$ cat src/hdl/mm_pkg.sv
// ----------------------------------------------------------------------------
// mm_pkg: shared types and constants for the matrix multiplier
// Opcodes, field widths, default sizes and the tag and result records that
// travel from the sequencer through the multiply-accumulate pipeline.
// ----------------------------------------------------------------------------
package mm_pkg;

  // default sizes
  localparam int MAX_DIM_DEF    = 8;
  localparam int DATA_WIDTH_DEF = 16;

  // fixed port field widths
  localparam int OP_W    = 2;
  localparam int IDX_W   = 3;
  localparam int ELEM_W  = 16;
  localparam int VALUE_W = 35;
  localparam int CFG_W   = 4;
  localparam int REG_W   = 2;

  localparam int IN_DATA_W  = 24;
  localparam int OUT_DATA_W = 48;

  typedef enum logic [OP_W-1:0] {
    OP_LOAD_LEFT  = 2'd0,
    OP_LOAD_RIGHT = 2'd1,
    OP_RUN        = 2'd2
  } op_t;

  typedef enum logic [REG_W-1:0] {
    REG_ROWS_LEFT  = 2'd0,
    REG_INNER_SIZE = 2'd1,
    REG_COLS_RIGHT = 2'd2
  } reg_t;

  // per-read tag carried alongside the operand pair
  typedef struct packed {
    logic             first;  // first term of a dot product
    logic             last;   // last term, sum is complete
    logic             zero;   // empty inner dimension, term counts as zero
    logic             fin;    // final element of the run
    logic [IDX_W-1:0] row;
    logic [IDX_W-1:0] col;
  } tag_t;

  // finished product element
  typedef struct packed {
    logic [IDX_W-1:0]   row;
    logic [IDX_W-1:0]   col;
    logic [VALUE_W-1:0] value;
    logic               fin;
  } res_t;

endpackage

$ cat src/hdl/matrix_multiply.sv
// ----------------------------------------------------------------------------
// matrix_multiply: fixed-point general matrix multiply
// Loads left and right matrix elements one request at a time into two
// synchronous stores; a run request streams out every product element in
// row-major order, each the exact dot product of a left row and right column.
// ----------------------------------------------------------------------------
//
//   channel | direction | handshake           | payload
//   --------+-----------+---------------------+-------------------------------
//   in_     | slave     | in_tvalid/in_tready | op, row_index, col_index,
//           |           |                     | element_value
//   out_    | master    | out_tvalid/tready   | out_row, out_col, out_value,
//           |           |                     | out_last on out_tlast
//   cfg_    | slave     | cfg_valid/cfg_ready | register index, 4-bit value
//
// A run request issues one store read pair per cycle while the pipeline
// advances, n*m*max(l,1) pairs in all (n, l, m being the clamped dims);
// the pairs pass through read, multiply and accumulate stages. No new
// request is taken until the pipeline has drained. A stalled output
// register freezes the whole pipeline. Reset clears control state only;
// store contents are undefined until written, so there is no clearing pass.
// ----------------------------------------------------------------------------
module matrix_multiply #(
  parameter int MAX_DIM    = mm_pkg::MAX_DIM_DEF,
  parameter int DATA_WIDTH = mm_pkg::DATA_WIDTH_DEF
) (
  input  logic                          clk,
  input  logic                          rst_n,
  // request stream
  input  logic                          in_tvalid,
  output logic                          in_tready,
  input  logic [mm_pkg::IN_DATA_W-1:0]  in_tdata,   // op[1:0], row_index[4:2],
                                                    // col_index[7:5],
                                                    // element_value[23:8]
  // result stream
  output logic                          out_tvalid,
  input  logic                          out_tready,
  output logic [mm_pkg::OUT_DATA_W-1:0] out_tdata,  // out_row[2:0], out_col[5:3],
                                                    // out_value[40:6], zeros
  output logic                          out_tlast,  // out_last
  // configuration writes
  input  logic                          cfg_valid,
  output logic                          cfg_ready,
  input  logic [mm_pkg::REG_W-1:0]      cfg_index,
  input  logic [mm_pkg::CFG_W-1:0]      cfg_data
);
  import mm_pkg::*;

  localparam int DEPTH  = MAX_DIM * MAX_DIM;
  localparam int ADDR_W = (DEPTH > 1) ? $clog2(DEPTH) : 1;
  localparam int CNT_W  = (MAX_DIM > 1) ? $clog2(MAX_DIM) : 1;
  localparam int DIM_W  = $clog2(MAX_DIM + 1);
  localparam int PAD_W  = OUT_DATA_W - (2 * IDX_W + VALUE_W);

  typedef enum logic [1:0] {
    ST_IDLE  = 2'b01,
    ST_ISSUE = 2'b10
  } state_t;

  // request fields
  logic [OP_W-1:0]   in_op;
  logic [IDX_W-1:0]  in_row;
  logic [IDX_W-1:0]  in_col;
  logic [ELEM_W-1:0] in_value;
  logic              in_fire;

  assign in_op    = in_tdata[1:0];
  assign in_row   = in_tdata[4:2];
  assign in_col   = in_tdata[7:5];
  assign in_value = in_tdata[23:8];
  assign in_fire  = in_tvalid && in_tready;

  // configuration registers, raw 4-bit values
  logic [CFG_W-1:0] rows_left_r;
  logic [CFG_W-1:0] inner_size_r;
  logic [CFG_W-1:0] cols_right_r;

  assign cfg_ready = 1'b1;

  always_ff @(posedge clk) begin
    if (!rst_n) begin
      rows_left_r  <= CFG_W'(8);
      inner_size_r <= CFG_W'(8);
      cols_right_r <= CFG_W'(8);
    end else if (cfg_valid && cfg_ready) begin
      unique case (cfg_index)
        REG_ROWS_LEFT:  rows_left_r  <= cfg_data;
        REG_INNER_SIZE: inner_size_r <= cfg_data;
        REG_COLS_RIGHT: cols_right_r <= cfg_data;
        default: ;
      endcase
    end
  end

  // values above the store size act as the store size
  function automatic logic [DIM_W-1:0] clamp_dim(input logic [CFG_W-1:0] v);
    logic [DIM_W-1:0] d;
    if (int'(v) > MAX_DIM) begin
      d = DIM_W'(MAX_DIM);
    end else begin
      d = DIM_W'(v);
    end
    return d;
  endfunction

  logic [DIM_W-1:0] dim_n;
  logic [DIM_W-1:0] dim_l;
  logic [DIM_W-1:0] dim_m;

  assign dim_n = clamp_dim(rows_left_r);
  assign dim_l = clamp_dim(inner_size_r);
  assign dim_m = clamp_dim(cols_right_r);

  // store writes; indexes outside the store are dropped
  logic                  wr_ok;
  logic                  wr_left;
  logic                  wr_right;
  logic [ADDR_W-1:0]     wr_addr;
  logic [DATA_WIDTH-1:0] wr_data;

  assign wr_ok    = (int'(in_row) < MAX_DIM) && (int'(in_col) < MAX_DIM);
  assign wr_left  = in_fire && wr_ok && (in_op == OP_LOAD_LEFT);
  assign wr_right = in_fire && wr_ok && (in_op == OP_LOAD_RIGHT);
  assign wr_addr  = ADDR_W'(ADDR_W'(in_row) * ADDR_W'(MAX_DIM) + ADDR_W'(in_col));
  assign wr_data  = DATA_WIDTH'($signed(in_value));

  // run sequencer: walks i, j, k in row-major order, one read pair per cycle unless stalled
  state_t           state_r, state_nxt;
  logic [CNT_W-1:0] i_r, i_nxt;
  logic [CNT_W-1:0] j_r, j_nxt;
  logic [CNT_W-1:0] k_r, k_nxt;

  logic adv;
  logic k_last;
  logic j_last;
  logic i_last;
  logic pipe_busy;

  assign k_last = (dim_l == '0) || ((DIM_W'(k_r) + DIM_W'(1)) == dim_l);
  assign j_last = (DIM_W'(j_r) + DIM_W'(1)) == dim_m;
  assign i_last = (DIM_W'(i_r) + DIM_W'(1)) == dim_n;

  always_comb begin
    state_nxt = state_r;
    i_nxt     = i_r;
    j_nxt     = j_r;
    k_nxt     = k_r;
    unique case (state_r)
      ST_IDLE: begin
        if (in_fire && (in_op == OP_RUN) && (dim_n != '0) && (dim_m != '0)) begin
          state_nxt = ST_ISSUE;
          i_nxt     = '0;
          j_nxt     = '0;
          k_nxt     = '0;
        end
      end
      ST_ISSUE: begin
        if (adv) begin
          if (k_last) begin
            k_nxt = '0;
            if (j_last) begin
              j_nxt = '0;
              if (i_last) begin
                state_nxt = ST_IDLE;
              end else begin
                i_nxt = i_r + CNT_W'(1);
              end
            end else begin
              j_nxt = j_r + CNT_W'(1);
            end
          end else begin
            k_nxt = k_r + CNT_W'(1);
          end
        end
      end
      default: state_nxt = ST_IDLE;
    endcase
  end

  always_ff @(posedge clk) begin
    if (!rst_n) begin
      state_r <= ST_IDLE;
      i_r     <= '0;
      j_r     <= '0;
      k_r     <= '0;
    end else begin
      state_r <= state_nxt;
      i_r     <= i_nxt;
      j_r     <= j_nxt;
      k_r     <= k_nxt;
    end
  end

  // requests wait while a run is issuing or terms are still in flight
  assign in_tready = (state_r == ST_IDLE) && !pipe_busy;

  // read addresses and tag for the current term
  logic              rd_valid;
  logic [ADDR_W-1:0] rd_addr_left;
  logic [ADDR_W-1:0] rd_addr_right;
  tag_t              rd_tag;

  assign rd_valid      = (state_r == ST_ISSUE);
  assign rd_addr_left  = ADDR_W'(ADDR_W'(i_r) * ADDR_W'(MAX_DIM) + ADDR_W'(k_r));
  assign rd_addr_right = ADDR_W'(ADDR_W'(k_r) * ADDR_W'(MAX_DIM) + ADDR_W'(j_r));
  assign rd_tag.first  = (k_r == '0);
  assign rd_tag.last   = k_last;
  assign rd_tag.zero   = (dim_l == '0);
  assign rd_tag.fin    = k_last && j_last && i_last;
  assign rd_tag.row    = IDX_W'(i_r);
  assign rd_tag.col    = IDX_W'(j_r);

  logic res_valid;
  res_t res;

  mm_mac #(
    .MAX_DIM    (MAX_DIM),
    .DATA_WIDTH (DATA_WIDTH)
  ) u_mac (
    .clk           (clk),
    .rst_n         (rst_n),
    .adv           (adv),
    .wr_left       (wr_left),
    .wr_right      (wr_right),
    .wr_addr       (wr_addr),
    .wr_data       (wr_data),
    .rd_valid      (rd_valid),
    .rd_addr_left  (rd_addr_left),
    .rd_addr_right (rd_addr_right),
    .rd_tag        (rd_tag),
    .busy          (pipe_busy),
    .res_valid     (res_valid),
    .res           (res)
  );

  // output register; a held result stalls the pipeline behind it
  logic out_valid_r;
  res_t out_res_r;

  assign adv = !(out_valid_r && !out_tready);

  always_ff @(posedge clk) begin
    if (!rst_n) begin
      out_valid_r <= 1'b0;
    end else if (res_valid) begin
      out_valid_r <= 1'b1;
    end else if (out_tready) begin
      out_valid_r <= 1'b0;
    end
  end

  always_ff @(posedge clk) begin
    if (res_valid) begin
      out_res_r <= res;
    end
  end

  assign out_tvalid = out_valid_r;
  assign out_tdata  = {{PAD_W{1'b0}}, out_res_r.value, out_res_r.col, out_res_r.row};
  assign out_tlast  = out_res_r.fin;

endmodule

$ cat src/hdl/mm_mac.sv
// ----------------------------------------------------------------------------
// mm_mac: element stores and multiply-accumulate pipeline
// Holds the left and right stores, reads one operand pair per cycle unless
// stalled, registers the product and sums terms into a 35-bit total.
// ----------------------------------------------------------------------------
module mm_mac #(
  parameter int  MAX_DIM    = mm_pkg::MAX_DIM_DEF,
  parameter int  DATA_WIDTH = mm_pkg::DATA_WIDTH_DEF,
  localparam int DEPTH      = MAX_DIM * MAX_DIM,
  localparam int ADDR_W     = (DEPTH > 1) ? $clog2(DEPTH) : 1
) (
  input  logic                    clk,
  input  logic                    rst_n,
  input  logic                    adv,        // pipeline moves this cycle
  // store writes
  input  logic                    wr_left,
  input  logic                    wr_right,
  input  logic [ADDR_W-1:0]       wr_addr,
  input  logic [DATA_WIDTH-1:0]   wr_data,
  // operand reads
  input  logic                    rd_valid,
  input  logic [ADDR_W-1:0]       rd_addr_left,
  input  logic [ADDR_W-1:0]       rd_addr_right,
  input  mm_pkg::tag_t            rd_tag,
  // results
  output logic                    busy,
  output logic                    res_valid,
  output mm_pkg::res_t            res
);
  import mm_pkg::*;

  localparam int PROD_W = 2 * DATA_WIDTH;

  logic [DATA_WIDTH-1:0] left_mem  [DEPTH];
  logic [DATA_WIDTH-1:0] right_mem [DEPTH];

  logic                  s1_valid_r;
  tag_t                  s1_tag_r;
  logic [DATA_WIDTH-1:0] left_q_r;
  logic [DATA_WIDTH-1:0] right_q_r;

  logic                     s2_valid_r;
  tag_t                     s2_tag_r;
  logic signed [PROD_W-1:0] prod_r;

  logic [VALUE_W-1:0] acc_r;
  logic [VALUE_W-1:0] term;
  logic [VALUE_W-1:0] sum;

  always_ff @(posedge clk) begin
    if (wr_left) begin
      left_mem[wr_addr] <= wr_data;
    end
    if (wr_right) begin
      right_mem[wr_addr] <= wr_data;
    end
  end

  // stage 1: registered store read
  always_ff @(posedge clk) begin
    if (adv && rd_valid) begin
      left_q_r  <= left_mem[rd_addr_left];
      right_q_r <= right_mem[rd_addr_right];
    end
    if (adv) begin
      s1_tag_r <= rd_tag;
    end
  end

  // stage 2: product
  always_ff @(posedge clk) begin
    if (adv) begin
      s2_tag_r <= s1_tag_r;
      if (s1_tag_r.zero) begin
        prod_r <= '0;
      end else begin
        prod_r <= $signed(left_q_r) * $signed(right_q_r);
      end
    end
  end

  always_ff @(posedge clk) begin
    if (!rst_n) begin
      s1_valid_r <= 1'b0;
      s2_valid_r <= 1'b0;
    end else if (adv) begin
      s1_valid_r <= rd_valid;
      s2_valid_r <= s1_valid_r;
    end
  end

  // stage 3: accumulate, wraps modulo 2^35
  assign term = VALUE_W'(prod_r);
  assign sum  = (s2_tag_r.first ? '0 : acc_r) + term;

  always_ff @(posedge clk) begin
    if (adv && s2_valid_r) begin
      acc_r <= sum;
    end
  end

  assign res_valid = adv && s2_valid_r && s2_tag_r.last;
  assign res.row   = s2_tag_r.row;
  assign res.col   = s2_tag_r.col;
  assign res.value = sum;
  assign res.fin   = s2_tag_r.fin;

  assign busy = s1_valid_r || s2_valid_r;

endmodule
$ cat config.mk
export PLATFORM = sky130hd
export DESIGN_NAME = matrix_multiply
export DESIGN_NICKNAME = d
export VERILOG_FILES = /design/src/hdl/mm_pkg.sv /design/src/hdl/matrix_multiply.sv /design/src/hdl/mm_mac.sv
export SDC_FILE = /design/constraint.sdc
export NUM_CORES = 2
export LEC_CHECK = 0
export ABC_CLOCK_PERIOD_IN_PS = 20100
export BUFFER_PORTS_ARGS = -buffer_cell sky130_fd_sc_hd__buf_4
export CAP_MARGIN = 20
export CORE_AREA = 5 5 438 440
export DETAILED_ROUTE_END_ITERATION = 12
export DIE_AREA = 0 0 443 445
export PLACE_DENSITY = 0.67
export RECOVER_POWER = 25
export SLEW_MARGIN = 25
export SYNTH_ARGS = -nofsm -noshare
export SYNTH_HDL_FRONTEND = slang
export SYNTH_SLANG_ARGS = --single-unit
$ cat constraint.sdc
create_clock -name clk -period 20.1 [get_ports clk]
set_input_delay 3.015 -clock clk [delete_from_list [all_inputs] [get_ports clk]]
set_output_delay 3.015 -clock clk [all_outputs]
set_load 0.03 [all_outputs]
==> metrics.md <==
| Metric | Value |
|---|---|
| Nets | 5858 |
| CTS Hold Buffers Added | 0 |
| FP Rows | 159 |
| Drt via density | 6.00 |
| CP Launch Type | flip-flop |
| Slew HR | -431% |
| Post-Synth Adder-Cell Area | 6.99% |
| Vias in the first global route | 49400 |
| Compound-gate portion of the synthesized area | 3.34% |
| DR pass1 iterations | 5 |
| Post-Syn Area | 96700 µm² |
| Die height | 445 µm |
| Crit path max fanout | 117 |
| Post-route minimum period | 9220 ps |
| Most common cell on crit path | nand2_1 |
| 1st-iter DRT viols | 4894 |
| Root buffer cell | clkbuf_16 |
| CP max stage delay | 5570 ps |
| CTS resizes | 0 |
| Post-Synth XOR/XNOR Area | 0.552% |
| Least-Margin Pin Slew | 7960 ps |
| I/O Buffers | 78 |
| Met2 Usage GRT | 36.1% |
| Cell area power density | 88.4 nW/µm² |
| Ys async rst share | 0% |
| RSZ-0062 raised after global routing | false |
| Detailed-route via count | 48800 |
| Largest net degree at the start of global routing | 146 |
| Drt total wl | 224 mm |
| Wire length of the first global-routing pass | 333 mm |
| Seq/Total Area, Yosys | 69.1% |
| Core area | 187000 µm² |
| CTS Buf Count | 219 |
| Cell Chain, Critical Path | clkbuf_1, ha_1, or3b_1, a21oi_1, o211ai_1, a22oi_1, nor3b_1, nand2_1, nand2_1, nand2_1, and2_1 |
| Max Freq | 108 MHz |
| Overall Global Routing Usage | 22.7% |
| Synth unique cells | 78 |
| Area Growth Syn to Fin | 11.3% |
| Drc violations | 0 |
| GRT Max-Usage Layer | met2 |
| Mux share of post-synthesis cell area | 13.9% |
| Clk Latency, worst-skew pair | 860 ps |
| Slew Limit Fails | 1421 |
| Sink Count | 2234 |
| Status | finished, violations left |
| Final setup vio count | 0 |
| Setup TNS | 0 ps |
| Tcrit/Tclk final | 45.9% |
| Syn avg cell area | 18.6 µm² |
| Ys flop type | edfxtp_1 |
| Lkg Pwr | 34.9 nW |
| Worst VDD drop | 0.0000744 V |
| Wire length per cell | 27.6 µm |
| Design Area, Final | 108000 µm² |
| Gr ovfl total | 0 |
| Die Width | 443 µm |
| EDFF count, synth | 2208 |
| Skew final | 33.2 ps |
| Type of the most critical hold path | flip-flop to flip-flop |
| Placed Area | 101000 µm² |
| Post-synthesis simple-gate area fraction | 3.72% |
| Fillers | 13900 |
| Max cap viols | 27 |
| Final antenna-violating net count | 0 |
| Initial Util | 51.7% |
| Reg2reg path depth | 11 |
| CTS tree | done |
| Layout cells sized above 1 | 18.6% |
| Hold Path Cell Cnt | 0 |
| Boundary Pins | 87 |
| Post-Syn Instances | 5207 |
| Post-DP HPWL | 139 mm |
| H-tree levels | 4 |
| Combinational family with the most area after synthesis | multiplexers |
| Worst-path clk slew | 60 ps |
| Failing checks | capacitance limit, slew limit |
| Placer Congestion | 0.827 |
| Synth warnings | 0 |
| Fin. Hold Viols | 0 |
| Die ar. | 197000 µm² |
| Worst path slowest cell | clkbuf_1 |
| Met3 GRT Util | 3.12% |
| CP required | 20850 ps |
| Clock buffer depth | 3 |
| Kind of end point of the critical path | flip-flop |
| Number of synthesized register bits | 2234 |
| Post-CTS Setup Bufs | 0 |
| Critical path type | flip-flop to flip-flop |
| Critical Path AT | 9970 ps |
| Initial antenna violation count | 10 |
| Grt met1 use | 33.7% |
## cells in the final DEF, fill, tap and decap left out, types with 23 or more instances in the layout
cell and n:
edfxtp_1 2208, mux4_2 479, inv_1 308, mux2i_1 268, fa_1 263, nand2_1 243, buf_4 230, clkbuf_16 220
nor2_1 207, o221ai_1 128, and2_1 123, ha_1 120, a21oi_1 115, clkbuf_1 77, nor2b_1 66, o22ai_1 66
clkinv_1 56, xnor2_1 44, clkinv_2 35, o21ai_0 29, a21o_1 27, dfxtp_1 23
## registers in the layout, indices dropped and copies added, names as in the netlist, 7 cells and up
name and count:
u_mac.res 7, u_mac.right_mem 1024, u_mac.left_q_r 16, u_mac.prod_r 32, u_mac.acc_r 35, u_mac.left_mem 1024, u_mac.right_q_r 16, out_tdata 41
u_mac.s1_tag_r 10
## path summary, 6_finish.rpt
path                               start                 endpoint  slack (ps)
max                  j_r[1]$_SDFFE_PN0P_  state_r[1]$_SDFFE_PN0P_       10880
max reg2reg          j_r[1]$_SDFFE_PN0P_  state_r[1]$_SDFFE_PN0P_       10880
min          u_mac.s1_tag_r[3]$_DFFE_PN_  u_mac.res[39]$_DFFE_PN_         420
min reg2reg  u_mac.s1_tag_r[3]$_DFFE_PN_  u_mac.res[39]$_DFFE_PN_         420
## layer usage
metal	part of all wire, %	vias up
met5	0.014	-
li1	-	20800
met3	6.8	323
met4	2.5	4
met1	43	25700
met2	48	1878
## cell families after synthesis
| family | after synthesis |
|---|---|
| DFF | 2234 |
| and+or+nand+nor | 755 |
| muxes | 749 |
| buffers and inverters | 568 |
| AOI/OAI and AO/OA | 455 |
| adders and majority gates | 383 |
| xor gates and xnor gates | 61 |
| other | 2 |
## stage by stage
stage	power, mW	utilization [%]	cells	setup slack [ps]	hold WS [ps]
after global routing	9.83	57.5	8118	10320	431
after floorplan	5.52	-	5213	12700	400
after detailed placement	5.69	53.9	7712	13220	405
final	9.52	57.5	8121	10880	420
after CTS	9.58	57.6	8114	13180	419
after global placement	5.68	53.9	7710	13320	401
## cells in the mapped netlist (all sizes together), types with 13 or more instances
cell / n / area, µm²
nor2b: 66 / 413
o221ai: 128 / 1120
ha: 120 / 1500
nand3: 21 / 105
fa: 263 / 5270
mux4: 479 / 10800
dfxtp: 26 / 521
o22ai: 66 / 413
clkbuf: 151 / 568
xor2: 17 / 149
mux2i: 268 / 2680
nor2: 215 / 812
a21o: 27 / 203
o21ai: 32 / 160
inv: 310 / 1160
nand2: 244 / 916
nor3: 13 / 75.1
buf: 107 / 556
edfxtp: 2208 / 66300
xnor2: 44 / 385
a21oi: 116 / 596
nand2b: 23 / 144
and2: 127 / 795
## power breakdown
part / switching, mW / internal, mW / leakage (nW)
combinational: 0.276 / 0.148 / 11.4
sequential: 0.0133 / 5.16 / 20.2
clock: 1.73 / 2.19 / 3.33
## final cells by class
| class | instances | area [µm²] | area share [%] |
|---|---|---|---|
| inverter | 310 | 1160 | 1.08 |
| antenna | 5 | 12.5 | 0.0116 |
| tap | 2495 | 3120 | 2.90 |
| sequential | 2234 | 66800 | 62.1 |
| clock buffer | 272 | 5730 | 5.32 |
| multi-input combinational | 2411 | 27700 | 25.7 |
| clock inverter | 130 | 1130 | 1.05 |
| timing repair buffer | 264 | 1950 | 1.82 |
## critical path: cells and delay by family (launching register included)
kind	cells	cell delay [ps]
simple gates	6	1230
compound gates	3	530
buf+inv	1	5570
flops	1	580
fa+ha+maj	1	1030
Note: power is estimated with default switching activity, not from simulation.
